===== config.mk =====
export PLATFORM = sky130hd
export DESIGN_NAME = modular_exponentiation_flat
export DESIGN_NICKNAME = d
export VERILOG_FILES = /design/src/rtl/core/mexp_pkg.sv /design/src/rtl/core/mexp_if.sv /design/src/rtl/core/mexp_modmul.sv /design/src/rtl/core/modular_exponentiation.sv /design/src/flat_wrapper.sv
export SDC_FILE = /design/constraint.sdc
export NUM_CORES = 1
export LEC_CHECK = 0
export BUFFER_PORTS_ARGS = -buffer_cell sky130_fd_sc_hd__buf_2
export CORE_UTILIZATION = 49
export DETAILED_ROUTE_END_ITERATION = 6
export HOLD_SLACK_MARGIN = 0.12
export PLACE_DENSITY = 0.67
export SYNTH_ARGS = -nofsm -noshare
export SYNTH_HDL_FRONTEND = slang
export SYNTH_SLANG_ARGS = --single-unit

===== constraint.sdc =====
create_clock -name clock -period 7 [get_ports clock]
set_input_delay 1.4 -clock clock [delete_from_list [all_inputs] [get_ports clock]]
set_output_delay 1.4 -clock clock [all_outputs]
set_load 0.02 [all_outputs]

===== src/rtl/core/mexp_pkg.sv =====
package mexp_pkg;

   // Fixed field widths of the transactions.
   localparam int BASE_W  = 16;
   localparam int EXP_W   = 32;
   localparam int OPER_W  = 32;
   localparam int CNT_W   = $clog2(OPER_W);

   localparam logic [OPER_W-1:0] MODULUS_RESET = 32'd19211;
   localparam logic [OPER_W-1:0] MODULUS_MIN   = 32'd2;
   localparam logic [OPER_W-1:0] OPER_ONE      = 32'd1;

   typedef enum logic [2:0] {
      ST_IDLE,
      ST_REDUCE,
      ST_STEP,
      ST_MUL,
      ST_SQR,
      ST_OUT
   } mexp_state_type;

   // Launch of one modular multiply: product = x_opd * y_opd mod modulus.
   typedef struct packed {
      logic              start;
      logic [OPER_W-1:0] x_opd;
      logic [OPER_W-1:0] y_opd;
   } mexp_mul_cmd_type;

   typedef struct packed {
      logic busy;
      logic done;
   } mexp_mul_sts_type;

endpackage


===== src/rtl/core/mexp_if.sv =====
interface mexp_req_if;
   import mexp_pkg::*;
   logic              valid;
   logic              ready;
   logic [BASE_W-1:0] base;
   logic [EXP_W-1:0]  exponent;
   modport source (output valid, output base, output exponent, input ready);
   modport sink (input valid, input base, input exponent, output ready);
endinterface

interface mexp_rsp_if;
   import mexp_pkg::*;
   logic              valid;
   logic              ready;
   logic [OPER_W-1:0] power_result;
   modport source (output valid, output power_result, input ready);
   modport sink (input valid, input power_result, output ready);
endinterface

interface mexp_csr_if;
   import mexp_pkg::*;
   logic              valid;
   logic              ready;
   logic [OPER_W-1:0] modulus;
   modport source (output valid, output modulus, input ready);
   modport sink (input valid, input modulus, output ready);
endinterface


===== src/rtl/core/mexp_modmul.sv =====
module mexp_modmul (
   input  logic                            clock,
   input  logic                            reset,
   input  mexp_pkg::mexp_mul_cmd_type      cmd,
   input  logic [mexp_pkg::OPER_W-1:0]     modulus,
   output mexp_pkg::mexp_mul_sts_type      sts,
   output logic [mexp_pkg::OPER_W-1:0]     product
);
   import mexp_pkg::*;

   // Interleaved multiply and reduce, one bit of x per cycle, MSB first.
   // y must already be below the modulus, which keeps the remainder below it.
   logic [OPER_W-1:0] x_ff, x_in;
   logic [OPER_W-1:0] y_ff, y_in;
   logic [OPER_W-1:0] r_ff, r_in;
   logic [CNT_W-1:0]  cnt_ff, cnt_in;
   logic              busy_ff, busy_in;
   logic              done_ff, done_in;

   logic [OPER_W+1:0] sum;
   logic [OPER_W+2:0] diff_one;
   logic [OPER_W+2:0] diff_two;
   logic [OPER_W-1:0] r_step;

   always_comb begin
      sum      = {1'b0, r_ff, 1'b0} + {2'b00, (x_ff[OPER_W-1] ? y_ff : '0)};
      diff_one = {1'b0, sum} - {3'b000, modulus};
      diff_two = {1'b0, sum} - {2'b00, modulus, 1'b0};
      if (!diff_two[OPER_W+2]) begin
         r_step = diff_two[OPER_W-1:0];
      end else if (!diff_one[OPER_W+2]) begin
         r_step = diff_one[OPER_W-1:0];
      end else begin
         r_step = sum[OPER_W-1:0];
      end
   end

   always_comb begin
      x_in    = x_ff;
      y_in    = y_ff;
      r_in    = r_ff;
      cnt_in  = cnt_ff;
      busy_in = busy_ff;
      done_in = 1'b0;
      if (cmd.start && !busy_ff) begin
         x_in    = cmd.x_opd;
         y_in    = cmd.y_opd;
         r_in    = '0;
         cnt_in  = '0;
         busy_in = 1'b1;
      end else if (busy_ff) begin
         x_in   = {x_ff[OPER_W-2:0], 1'b0};
         r_in   = r_step;
         cnt_in = cnt_ff + 1'b1;
         if (cnt_ff == CNT_W'(OPER_W - 1)) begin
            busy_in = 1'b0;
            done_in = 1'b1;
         end
      end
   end

   always_ff @(posedge clock) begin
      if (reset) begin
         busy_ff <= 1'b0;
         done_ff <= 1'b0;
         cnt_ff  <= '0;
      end else begin
         busy_ff <= busy_in;
         done_ff <= done_in;
         cnt_ff  <= cnt_in;
      end
      x_ff <= x_in;
      y_ff <= y_in;
      r_ff <= r_in;
   end

   assign sts.busy = busy_ff;
   assign sts.done = done_ff;
   assign product  = r_ff;

`ifndef SYNTHESIS
   a_start_idle: assert property (@(posedge clock) disable iff (reset)
      cmd.start |-> !busy_ff)
      else $error("multiply launched while busy");

   a_rem_range: assert property (@(posedge clock) disable iff (reset)
      (busy_ff || done_ff) |-> (r_ff < modulus))
      else $error("partial remainder not below modulus");

   a_done_last: assert property (@(posedge clock) disable iff (reset)
      (busy_ff && cnt_ff == CNT_W'(OPER_W - 1)) |=> (done_ff && !busy_ff))
      else $error("multiply did not finish after its last bit");
`endif

endmodule


===== src/rtl/core/modular_exponentiation.sv =====
// Modular exponentiation: each request transaction carries a 16-bit base and a 32-bit exponent,
// and gives one response transaction holding base to the power exponent, modulo the modulus
// register (reset value 19211; a write below 2 is ignored). An exponent of zero returns 1.
// Only the low EXP_BITS exponent bits are used. The exponent is scanned from its least
// significant bit, with a multiply for every set bit and a square for every bit below the
// highest set one. All the arithmetic runs through one bit-serial modular multiplier; its
// first multiply of each transaction reduces the base. One transaction is worked on at a
// time. A new request is taken as soon as the previous result has been placed in the
// response register, even while that result still waits to be taken. The modulus may be
// written only while no transaction is in progress.
module modular_exponentiation #(
   parameter int EXP_BITS = 32
) (
   input  logic     clock,
   input  logic     reset,
   mexp_req_if.sink   req_chan,
   mexp_rsp_if.source rsp_chan,
   mexp_csr_if.sink   csr_chan
);
   import mexp_pkg::*;

   // Working registers of the square-and-multiply sequence.
   mexp_state_type    state_ff, state_in;
   logic [EXP_BITS-1:0] exp_ff, exp_in;
   logic [OPER_W-1:0] acc_ff, acc_in;
   logic [OPER_W-1:0] sq_ff, sq_in;
   logic [OPER_W-1:0] modulus_ff, modulus_in;

   // Response holding register, so the sequencer can move on while the result waits.
   logic              rsp_valid_ff, rsp_valid_in;
   logic [OPER_W-1:0] rsp_data_ff, rsp_data_in;

   mexp_mul_cmd_type  mul_cmd;
   mexp_mul_sts_type  mul_sts;
   logic [OPER_W-1:0] mul_product;

   logic req_take;
   logic rsp_free;

   assign req_chan.ready    = (state_ff == ST_IDLE);
   assign req_take          = req_chan.valid && req_chan.ready;
   assign rsp_free          = !rsp_valid_ff || rsp_chan.ready;
   assign csr_chan.ready    = 1'b1;
   assign rsp_chan.valid    = rsp_valid_ff;
   assign rsp_chan.power_result = rsp_data_ff;

   // A modulus below two would make the reduction meaningless, so such writes are dropped.
   always_comb begin
      modulus_in = modulus_ff;
      if (csr_chan.valid && csr_chan.ready && (csr_chan.modulus >= MODULUS_MIN)) begin
         modulus_in = csr_chan.modulus;
      end
   end

   // Sequencer. The base is first reduced by multiplying it by one, so that the
   // multiplier always sees a multiplicand below the modulus.
   always_comb begin
      state_in      = state_ff;
      exp_in        = exp_ff;
      acc_in        = acc_ff;
      sq_in         = sq_ff;
      rsp_valid_in  = rsp_valid_ff && !rsp_chan.ready;
      rsp_data_in   = rsp_data_ff;
      mul_cmd.start = 1'b0;
      mul_cmd.x_opd = sq_ff;
      mul_cmd.y_opd = sq_ff;
      case (state_ff)
         ST_IDLE: begin
            mul_cmd.x_opd = {{(OPER_W - BASE_W){1'b0}}, req_chan.base};
            mul_cmd.y_opd = OPER_ONE;
            if (req_take) begin
               mul_cmd.start = 1'b1;
               exp_in        = req_chan.exponent[EXP_BITS-1:0];
               acc_in        = OPER_ONE;
               state_in      = ST_REDUCE;
            end
         end
         ST_REDUCE: begin
            if (mul_sts.done) begin
               sq_in    = mul_product;
               state_in = ST_STEP;
            end
         end
         ST_STEP: begin
            if (exp_ff == '0) begin
               state_in = ST_OUT;
            end else if (exp_ff[0]) begin
               mul_cmd.start = 1'b1;
               mul_cmd.x_opd = acc_ff;
               state_in      = ST_MUL;
            end else begin
               mul_cmd.start = 1'b1;
               state_in      = ST_SQR;
            end
         end
         ST_MUL: begin
            if (mul_sts.done) begin
               acc_in = mul_product;
               // Once no higher exponent bit is set, the further squares are not needed.
               if (exp_ff[EXP_BITS-1:1] == '0) begin
                  state_in = ST_OUT;
               end else begin
                  mul_cmd.start = 1'b1;
                  state_in      = ST_SQR;
               end
            end
         end
         ST_SQR: begin
            if (mul_sts.done) begin
               sq_in    = mul_product;
               exp_in   = {1'b0, exp_ff[EXP_BITS-1:1]};
               state_in = ST_STEP;
            end
         end
         ST_OUT: begin
            if (rsp_free) begin
               rsp_valid_in = 1'b1;
               rsp_data_in  = acc_ff;
               state_in     = ST_IDLE;
            end
         end
         default: begin
            state_in = ST_IDLE;
         end
      endcase
   end

   always_ff @(posedge clock) begin
      if (reset) begin
         state_ff     <= ST_IDLE;
         rsp_valid_ff <= 1'b0;
         modulus_ff   <= MODULUS_RESET;
      end else begin
         state_ff     <= state_in;
         rsp_valid_ff <= rsp_valid_in;
         modulus_ff   <= modulus_in;
      end
      exp_ff      <= exp_in;
      acc_ff      <= acc_in;
      sq_ff       <= sq_in;
      rsp_data_ff <= rsp_data_in;
   end

   mexp_modmul u_modmul (
      .clock   (clock),
      .reset   (reset),
      .cmd     (mul_cmd),
      .modulus (modulus_ff),
      .sts     (mul_sts),
      .product (mul_product)
   );

`ifndef SYNTHESIS
   a_modulus_min: assert property (@(posedge clock) disable iff (reset)
      modulus_ff >= MODULUS_MIN)
      else $error("modulus register below two");

   a_mul_active: assert property (@(posedge clock) disable iff (reset)
      (state_ff == ST_REDUCE || state_ff == ST_MUL || state_ff == ST_SQR)
         |-> (mul_sts.busy || mul_sts.done))
      else $error("sequencer waits on an idle multiplier");

   a_acc_range: assert property (@(posedge clock) disable iff (reset)
      (state_ff == ST_OUT) |-> (acc_ff < modulus_ff))
      else $error("result not reduced below modulus");
`endif

endmodule

===== src/flat_wrapper.sv =====
// flat-port wrapper written by rule: the top's interface ports become plain ports
module modular_exponentiation_flat import mexp_pkg::*;
#(
   parameter int EXP_BITS = 32
)
  (clock, reset, req_chan_valid, req_chan_base, req_chan_exponent, req_chan_ready, rsp_chan_valid, rsp_chan_power_result, rsp_chan_ready, csr_chan_valid, csr_chan_modulus, csr_chan_ready);
  mexp_req_if req_chan_i ();
  mexp_rsp_if rsp_chan_i ();
  mexp_csr_if csr_chan_i ();
  input  logic clock;
  input  logic reset;
  input wire logic [$bits(req_chan_i.valid)-1:0] req_chan_valid;
  input wire logic [$bits(req_chan_i.base)-1:0] req_chan_base;
  input wire logic [$bits(req_chan_i.exponent)-1:0] req_chan_exponent;
  output wire logic [$bits(req_chan_i.ready)-1:0] req_chan_ready;
  output wire logic [$bits(rsp_chan_i.valid)-1:0] rsp_chan_valid;
  output wire logic [$bits(rsp_chan_i.power_result)-1:0] rsp_chan_power_result;
  input wire logic [$bits(rsp_chan_i.ready)-1:0] rsp_chan_ready;
  input wire logic [$bits(csr_chan_i.valid)-1:0] csr_chan_valid;
  input wire logic [$bits(csr_chan_i.modulus)-1:0] csr_chan_modulus;
  output wire logic [$bits(csr_chan_i.ready)-1:0] csr_chan_ready;
  assign req_chan_i.valid = req_chan_valid;
  assign req_chan_i.base = req_chan_base;
  assign req_chan_i.exponent = req_chan_exponent;
  assign req_chan_ready = req_chan_i.ready;
  assign rsp_chan_valid = rsp_chan_i.valid;
  assign rsp_chan_power_result = rsp_chan_i.power_result;
  assign rsp_chan_i.ready = rsp_chan_ready;
  assign csr_chan_i.valid = csr_chan_valid;
  assign csr_chan_i.modulus = csr_chan_modulus;
  assign csr_chan_ready = csr_chan_i.ready;
  modular_exponentiation #(.EXP_BITS(EXP_BITS)) u_core (.clock(clock), .reset(reset), .req_chan(req_chan_i), .rsp_chan(rsp_chan_i), .csr_chan(csr_chan_i));
endmodule

==> reports/qor.yml, run 1 <==
synthesis:
  yosysMostFrequentCell: "edfxtp_1"
  synth_cell_types: 82
  synth_mux_area_frac: 0.0533
  ys_seq_area_frac: 0.466
  ys_ff_latch: 267
  synth-edff-count: 192
  syn_nets: 1685
  synth_top_area_share: 0.369
  synth_fa_ha_area_frac: 0.0816
  syn_inst: 1500
  ys.warnings.count: 0
  synth_ff_type: "edfxtp_1"
  synth_top_family_by_area: "compound AO/OA/AOI/OAI gates"
  synth.area.top_cells: "edfxtp_1, dfxtp_1, ha_1"
  synth_async_sr_flop_share: 0
  synth-xor-area-share: 0.0471
  synth_compound_area_frac: 0.176
  synthTopCellsByCount: "edfxtp_1, a21oi_1, nor2_1, ha_1, nand2_1"
  avgSynthCellArea_sq_um: 10.4
  syn_area_sq_um: 15600
  synthSimpleGateAreaFrac: 0.145
  synth_top_cell_by_area: "edfxtp_1"
clock_network:
  path_clk_slew_ps: 60
  postCtsHoldBufs: 0
  root_buffer: "clkbuf_16"
  cts_max_path_buffers: 3
  cts_resized: 0
  cts_sinks: 267
  h-tree-depth: 1
  cts_tree: "done"
  cts_setup_buffers: 0
  cts_buffers: 28
  clk-insertion-delay-late_ps: 560
global_route:
  grt_first_pass_wirelength_mm: 59.9
  grt_pass1_vias: 11113
  grt_antenna_before_repair: 0
  grt_overflow: 0
  grt_max_degree: 52
  track_usage: 0.228
die:
  coreArea_sq_um: 31000
  die-area_sq_um: 32600
  dieWidth_microns: 180
  die_h_microns: 180
  rows: 64
  ios: 120
  initial_utilization: 0.504
placed_design:
  io_buffers: 118
  place_hpwl_mm: 27.5
  gp_congestion: 0.922
sta:
  worstMarginPinSlew_ps: 1200
  rsz0062_at_grt: "no"
  final_max_slew_viol_count: 0
  final.period_utilization: 0.874
  setup_violations: 0
  hold_violations: 0
  slew_headroom: 0.198
  max_freq_mhz: 163
  finalSetupTns_ps: 0
  fin_crit_ps: 6120
  skew_ps: 11.6
drt:
  drtIter0Drc: 1090
  vias: 11789
  firstDrtPassIters: 6
  routed_wl_mm: 37.1
  avgViaCountPerCell: 5.85
  wl_per_cell_microns: 18.4
  antenna_left: 0
  drt_drc_violations_left: 0
setup_path:
  path_class: "register to register"
  worstPathArrival_ps: 6590
  cp_max_fo: 24
  cp-end-kind: "register"
  cp-start-kind: "register"
  reg2reg_slack_ps: 880
  required_ps: 7470
status:
  outcome: "finished clean"
layout:
  nets: 1786
  drive_above_1_share: 0.146
  antenna_cells: 0
  syn_to_final_growth_pct: 11.8
min_path:
  hp-class: "register to register"
run:
  drv_cap: 0
==> cell usage in the layout (no fill, tap or decap), types with 22 or more instances in the layout <==
master       n
inv_1       59
mux2_2      32
and2_1      37
nor2_1     106
and3_1      43
a21oi_1    107
buf_2      118
nand2b_1    22
nand2_1     93
clkbuf_16   28
dfxtp_1     75
xnor2_1     55
nor2b_1     41
a21o_1      33
o21ai_0     51
xor2_1      29
ha_1        97
a31oi_1     23
edfxtp_1   192
a22oi_1     47
mux2i_1     46
==> worst paths after layout <==
path                                                    startpoint  cells after the start                                          to
worst max-delay path            u_core.u_modmul.x_ff[31]$_DFFE_PP_                     20    u_core.u_modmul.product[31]$_SDFFE_PP0P_
worst max register to register  u_core.u_modmul.x_ff[31]$_DFFE_PP_                     20    u_core.u_modmul.product[31]$_SDFFE_PP0P_
worst min register to register     u_core.acc_ff[26]$_SDFFCE_PN0P_                      0  u_core.rsp_chan.power_result[26]$_DFFE_PP_
worst min-delay path               u_core.acc_ff[26]$_SDFFCE_PN0P_                      0  u_core.rsp_chan.power_result[26]$_DFFE_PP_
==> state kept, by name, indices dropped and copies added, names as in the netlist, 3 cells and up <==
name	count
u_core.rsp_chan.power_result	32
u_core.acc_ff	32
u_core.sq_ff	32
u_core.u_modmul.y_ff	32
u_core.u_modmul.product	32
u_core.u_modmul.x_ff	32
u_core.exp_ff	32
u_core.modulus_ff	32
u_core.state_ff	3
u_core.u_modmul.cnt_ff	5
==> logic make-up (layout without fill, tap and decap cells) <==
family / after synthesis / after routing
AO/OA/AOI/OAI: 407 / 407
XOR/XNOR: 84 / 84
adder cells (fa/ha/maj): 100 / 100
buffers and inverters: 125 / 245
flip-flops: 267 / 267
multiplexers: 79 / 79
other: 1 / 1
AND/OR/NAND/NOR: 437 / 437
==> through the flow <==
stage,hold slack (ps),instance area (sq um),util,std cells,worst slack (ps)
2_1_floorplan,427,15600,-,1500,2020
3_3_place_gp,442,16600,0.536,1967,1110
3_5_place_dp,442,16600,0.536,1967,956
4_1_cts,459,17400,0.563,2016,925
5_1_grt,463,17400,0.563,2016,400
6_report,458,17400,0.563,2016,879
==> area by class of cell <==
type                       instances  area, sq um
fill                            2713        13500
multi-input combinational       1108         7890
sequential                       267         7270
clock buffer                      38          738
timing repair buffer             135          718
tap                              396          495
inverter                          61          229
clock inverter                    11          104
==> per-layer routing <==
layer	vias to the layer above	GRT usage	wire length (microns)
met3	42	0.0271	2190
met1	5554	0.363	19100
met4	0	0.0397	577
met2	387	0.331	15200
li1	5806	-	-
met5	-	0	0
==> critical path, cell delays in order (launching register included) <==
cell and delay (ps):
edfxtp_1 550, and2_1 200, ha_1 200, inv_1 70, fa_1 410, nand2b_1 190
a21oi_1 280, o21ai_1 160, a21oi_1 280, nor2_1 130, o21ai_0 320, xor2_1 420
ha_1 390, a21oi_1 410, a21oi_1 120, a211oi_1 240, a21boi_1 340, o2111ai_2 630
nor2_4 440, a22oi_1 130, o211ai_1 120
Power of run 1 is not shown: default switching activity piles up to over one toggle a cycle in this logic, so the estimate is an artifact.
==> run 2: changes to the inputs <==
--- a/config.mk
+++ b/config.mk
@@ -5,6 +5,7 @@
 export SDC_FILE = /design/constraint.sdc
 export NUM_CORES = 1
 export LEC_CHECK = 0
+export ABC_AREA = 1
 export BUFFER_PORTS_ARGS = -buffer_cell sky130_fd_sc_hd__buf_2
 export CORE_UTILIZATION = 49
 export DETAILED_ROUTE_END_ITERATION = 6
==> run 2 against run 1 <==
  * Global-route usage is 3.8 points higher
  * Hold slack worse by 11 ps
  * Maximum frequency is 11% higher
  * Worst setup slack better by 630 ps
  * Critical path type unchanged
  * Critical path depth is 5 higher
  * Highest routed layer unchanged
==> reports/qor.yml, run 2 <==
status:
  outcome: "finished clean"
global_route:
  grt_antenna_before_repair: 0  # unchanged
  grt_first_pass_wirelength_mm: 75.4  # +26%
  grt_max_degree: 53  # +1.9%
  track_usage: 0.266  # +0.0376
  grt_pass1_vias: 14405  # +30%
  grt_overflow: 0  # unchanged
drt:
  wl_per_cell_microns: 16.9  # -8.2%
  firstDrtPassIters: 5  # -1
  drtIter0Drc: 1137  # +4.3%
  avgViaCountPerCell: 5.32  # -9.1%
  antenna_left: 0  # unchanged
  drt_drc_violations_left: 0  # unchanged
  routed_wl_mm: 47.4  # +28%
  vias: 14936  # +27%
clock_network:
  clk-insertion-delay-late_ps: 580  # +20 ps
  cts_resized: 0  # unchanged
  cts_buffers: 29  # +3.6%
  path_clk_slew_ps: 60  # about the same
  h-tree-depth: 1  # unchanged
  cts_setup_buffers: 0  # unchanged
  cts_sinks: 267  # unchanged
  postCtsHoldBufs: 0  # unchanged
  root_buffer: "clkbuf_16"
  cts_tree: "done"
  cts_max_path_buffers: 3  # unchanged
synthesis:
  yosysMostFrequentCell: "nand2_1"
  syn_area_sq_um: 17300  # +11%
  synth_ff_type: "edfxtp_1"
  syn_inst: 2226  # +48%
  ys_ff_latch: 267  # unchanged
  ys.warnings.count: 0  # unchanged
  synth_top_area_share: 0.333  # -0.0365
  synthTopCellsByCount: "nand2_1, inv_1, nor2_1, edfxtp_1, a21oi_1"
  synth_async_sr_flop_share: 0  # unchanged
  synth_top_cell_by_area: "edfxtp_1"
  synth.area.top_cells: "edfxtp_1, nand2_1, dfxtp_1"
  synth_cell_types: 50  # -39%
  syn_nets: 2411  # +43%
  ys_seq_area_frac: 0.420  # -0.0460
  avgSynthCellArea_sq_um: 7.78  # -25%
  synth-edff-count: 192  # unchanged
setup_path:
  cp-end-kind: "register"
  cpPeakStageDelay_ps: 600  # -30 ps
  cp-start-kind: "register"
  cp_slowest_cell: "edfxtp_1"
  required_ps: 7460  # about the same
  cp_max_fo: 36  # +50%
  cp_top_family: "simple AND/OR/NAND/NOR gates"
  path_class: "register to register"
  cpMostUsedCell: "nand2_1"
  worstPathArrival_ps: 5950  # -640 ps
  worst-path-buf-inv: 2  # +1
run:
  drv_cap: 0  # unchanged
sta:
  finalSetupTns_ps: 0  # unchanged
  slew_headroom: 0.283  # +0.0853
  max_freq_mhz: 182  # +11%
  hold_violations: 0  # unchanged
  fin_crit_ps: 5490  # -626 ps
  setup_violations: 0  # unchanged
  final_max_slew_viol_count: 0  # unchanged
  skew_ps: 33.7  # +22.1 ps
  worstMarginPinSlew_ps: 1070  # -130 ps
  rsz0062_at_grt: "no"
  final.period_utilization: 0.785  # -0.0894
layout:
  fin_util: 0.555  # -0.00766
  mostFrequentLayoutCells: "nand2_1, inv_1, nor2_1"
  drive_above_1_share: 0.112  # -0.0335
  n_fill_cell: 3286  # +21%
  nets: 2516  # +41%
  syn_to_final_growth_pct: 11.0
  antenna_cells: 0  # unchanged
  final_common_cell: "nand2_1"
  fin_cells: 2809  # +39%
placed_design:
  place_hpwl_mm: 37.7  # +37%
  gp_congestion: 0.988  # +7.2%
  placed_cells: 2755  # +40%
  io_buffers: 118  # unchanged
die:
  rows: 68  # +6.3%
  initial_utilization: 0.500  # -0.00345
  coreArea_sq_um: 34600  # +12%
  die-area_sq_um: 36100  # +11%
  ios: 120  # unchanged
  dieWidth_microns: 190  # +5.3%
  die_h_microns: 190  # +5.3%
min_path:
  hp-class: "register to register"
-- run 2: cell count changes in the layout (fill, tap and decap cells not counted), moves of 26 or more --
cell,change
a21o_1,-26
a21oi_1,+28
a22oi_1,-31
and2_1,-34
and3_1,-41
inv_1,+259
mux2i_1,-46
nand2_1,+530
nand3_1,+114
nor2_1,+99
nor2b_1,-41
o21ai_0,+27
-- run 2: routing by layer --
layer  up-vias  wire length, microns  track usage
met2       421                 20800        0.423
met3        72                  2430       0.0238
met5         -                     0            0
li1       7528                     -            -
met1      6915                 22800        0.382
met4         0                  1400       0.0819
-- run 2: kinds of logic (layout without fill, tap and decap cells) --
group,count (synthesis),count (layout),synth area share
simple gates,1051,1051,0.252
buf+inv,387,515,0.0889
compound gates,317,317,0.109
flops,267,267,0.420
fa+ha+maj,100,100,0.0735
xor+xnor,72,72,0.0364
mux,31,31,0.0202
other cells,1,1,0.000217
-- run 2: final timing paths --
path                                 startpoint                                        end  slack (ps)  depth (start not counted)
max          u_core.u_modmul.x_ff[31]$_DFFE_PP_   u_core.u_modmul.product[15]$_SDFFE_PP0P_        1510                         25
min              u_core.acc_ff[5]$_SDFFCE_PN0P_  u_core.rsp_chan.power_result[5]$_DFFE_PP_         450                          0
max reg2reg  u_core.u_modmul.x_ff[31]$_DFFE_PP_   u_core.u_modmul.product[15]$_SDFFE_PP0P_        1510                         25
min reg2reg      u_core.acc_ff[5]$_SDFFCE_PN0P_  u_core.rsp_chan.power_result[5]$_DFFE_PP_         450                          0
-- run 2: area by class of cell --
type / instances / area (sq um) / area share
tap: 455 / 569 / 0.0296
inverter: 329 / 1230 / 0.0642
clock buffer: 31 / 733 / 0.0381
sequential: 267 / 7270 / 0.378
multi-input combinational: 1572 / 8540 / 0.444
clock inverter: 23 / 184 / 0.00957
timing repair buffer: 132 / 696 / 0.0362
-- run 2: per-stage QoR --
step                      cell area [sq um]  hold WS [ps]  setup WS [ps]
after floorplan                       17300           427           2900
after global placement                18300           431           1560
after detailed placement              18300           439           1470
after CTS                             19200           448           1460
after global routing                  19200           463            963
final                                 19200           446           1510
Power of run 2 is left out for the same reason.
==> run 3: changes to the inputs <==
--- a/config.mk
+++ b/config.mk
@@ -10,7 +10,7 @@
 export CORE_UTILIZATION = 49
 export DETAILED_ROUTE_END_ITERATION = 6
 export HOLD_SLACK_MARGIN = 0.12
-export PLACE_DENSITY = 0.67
+export PLACE_DENSITY = 0.69
 export SYNTH_ARGS = -nofsm -noshare
 export SYNTH_HDL_FRONTEND = slang
 export SYNTH_SLANG_ARGS = --single-unit
==> constraint.sdc (replaced) <==
create_clock -name clock -period 4.56 [get_ports clock]
set_input_delay 0.912 -clock clock [delete_from_list [all_inputs] [get_ports clock]]
set_output_delay 0.912 -clock clock [all_outputs]
set_load 0.02 [all_outputs]
==> run 3 against run 2 <==
  * Critical path depth is 4 higher
  * Clock skew shrank 15 ps
  * Die area unchanged
  * Non-clock buffer count is 55 higher
  * Clock-buffer cell count rose by 2
  * Largest cell class unchanged
  * Cell area increased by 5.1%
==> reports/qor.yml, run 3 (same netlist as run 2, synthesis figures left out) <==
layout:
  mostFrequentLayoutCells: "nand2_1, inv_1, nor2_1"
  antenna_cells: 0  # unchanged
  fin_util: 0.583  # +0.0282
  final_area_sq_um: 20200  # +5.1%
  nets: 2571  # +2.2%
  syn_to_final_growth_pct: 16.7
  final_common_cell: "nand2_1"
  drive_above_1_share: 0.161  # +0.0486
global_route:
  grt_overflow: 0  # unchanged
  grt_max_degree: 63  # +19%
  track_usage: 0.272  # +0.00646
  grt_pass1_vias: 14680  # +1.9%
  grt_antenna_before_repair: 0  # unchanged
  grt_first_pass_wirelength_mm: 77.6  # +2.9%
sta:
  setup_violations: 0  # unchanged
  final_max_slew_viol_count: 0  # unchanged
  skew_ps: 18.5  # -15.2 ps
  worstMarginPinSlew_ps: 1190  # +119 ps
  fin_crit_ps: 4310  # -1190 ps
  max_freq_mhz: 232  # +28%
  slew_headroom: 0.205  # -0.0786
  final.period_utilization: 0.944  # +0.159
  hold_violations: 0  # unchanged
  finalSetupTns_ps: 0  # unchanged
  setup_ws_ps: 255  # -1250 ps
  rsz0062_at_grt: "yes"
drt:
  wl_per_cell_microns: 17.2  # +2.0%
  routed_wl_mm: 49.3  # +4.0%
  drtIter0Drc: 1056  # -7.1%
  vias: 15258  # +2.2%
  firstDrtPassIters: 5  # unchanged
  avgViaCountPerCell: 5.33  # +0.23%
  drt_drc_violations_left: 0  # unchanged
  antenna_left: 0  # unchanged
clock_network:
  cts_tree: "done"
  path_clk_slew_ps: 60  # about the same
  h-tree-depth: 1  # unchanged
  cts_sinks: 267  # unchanged
  root_buffer: "clkbuf_16"
  postCtsHoldBufs: 0  # unchanged
  clk-insertion-delay-late_ps: 570  # about the same
  cts_buffers: 29  # unchanged
  cts_max_path_buffers: 3  # unchanged
setup_path:
  reg2reg_slack_ps: 250  # -1250 ps
  r2r_start: "u_core.u_modmul.x_ff[31]$_DFFE_PP_"
  cp_max_fo: 19  # -47%
  path_class: "register to register"
  cpPeakStageDelay_ps: 430  # -170 ps
  cpMostUsedCell: "nand2_1"
  reg2reg_depth: 29  # +16%
  cp_slowest_cell: "edfxtp_1"
  cp-end-kind: "register"
  worstPathArrival_ps: 4760  # -1190 ps
  r2r-end: "u_core.u_modmul.product[22]$_SDFFE_PP0P_"
  required_ps: 5020  # -2440 ps
  cp-start-kind: "register"
min_path:
  hold_depth: 0  # unchanged
  hold-path-endpoint: "u_core.rsp_chan.power_result[23]$_DFFE_PP_"
  hp-class: "register to register"
  hp-start: "u_core.acc_ff[23]$_SDFFCE_PN0P_"
placed_design:
  placed_area_sq_um: 18700  # +2.0%
  gp_congestion: 1.03  # +4.1%
  io_buffers: 118  # unchanged
  place_hpwl_mm: 38.2  # +1.4%
  place_ws_ps: 26.6  # -1440 ps
die:
  dieWidth_microns: 190  # unchanged
  ios: 120  # unchanged
  die-area_sq_um: 36100  # unchanged
  initial_utilization: 0.500  # unchanged
  die_h_microns: 190  # unchanged
  coreArea_sq_um: 34600  # unchanged
  rows: 68  # unchanged
status:
  outcome: "finished clean"
run:
  drv_cap: 0  # unchanged
run 3: timing repair:
item | CTS | global route
gates resized for setup | 1 | 90
buffers inserted | 1 | 7
endpoints found under the setup margin | 1 | 32
pin swaps | 0 | 9
cloned | 0 | 4
run 3: cell type report:
cell class | instances | area (sq um)
clock inverter | 20 | 186
sequential | 267 | 7270
clock buffer | 33 | 741
timing repair buffer | 187 | 1230
inverter | 329 | 1230
fill | 3263 | 14400
multi-input combinational | 1572 | 8970
tap | 455 | 569
run 3: critical path, delay by kind of cell (launching register included):
| kind | cells | cell delay [ps] |
|---|---|---|
| xor+xnor | 1 | 250 |
| compound gates | 2 | 230 |
| buf+inv | 6 | 680 |
| fa+ha+maj | 2 | 720 |
| simple gates | 18 | 1860 |
| flops | 1 | 430 |
run 3: worst max-delay path by stage:
stage                                       start                                  endpoint  cells past startpoint
2_1_floorplan  u_core.u_modmul.x_ff[31]$_DFFE_PP_   u_core.u_modmul.product[0]$_SDFFE_PP0P_                     26
3_3_place_gp   u_core.u_modmul.x_ff[31]$_DFFE_PP_   u_core.u_modmul.product[2]$_SDFFE_PP0P_                     29
3_5_place_dp   u_core.u_modmul.x_ff[31]$_DFFE_PP_  u_core.u_modmul.product[26]$_SDFFE_PP0P_                     31
4_1_cts        u_core.u_modmul.x_ff[31]$_DFFE_PP_  u_core.u_modmul.product[26]$_SDFFE_PP0P_                     29
5_1_grt        u_core.u_modmul.x_ff[31]$_DFFE_PP_  u_core.u_modmul.product[26]$_SDFFE_PP0P_                     26
6_report       u_core.u_modmul.x_ff[31]$_DFFE_PP_  u_core.u_modmul.product[22]$_SDFFE_PP0P_                     29
run 3: metrics by stage:
step / hold WS, ps / cells
final: 450 / 2863
after global placement: 432 / 2798
after floorplan: 427 / 2226
after CTS: 451 / 2852
after detailed placement: 436 / 2798
after global routing: 461 / 2863
run 3: metal layers:
metal	share of wire	vias up	GRT usage	wire length, microns
li1	-	7634	-	-
met1	0.46	7066	0.388	22800
met2	0.45	474	0.438	22100
met3	0.057	84	0.0249	2800
met4	0.031	0	0.0788	1510
met5	0	-	0	0
Power of run 3 is left out for the same reason.
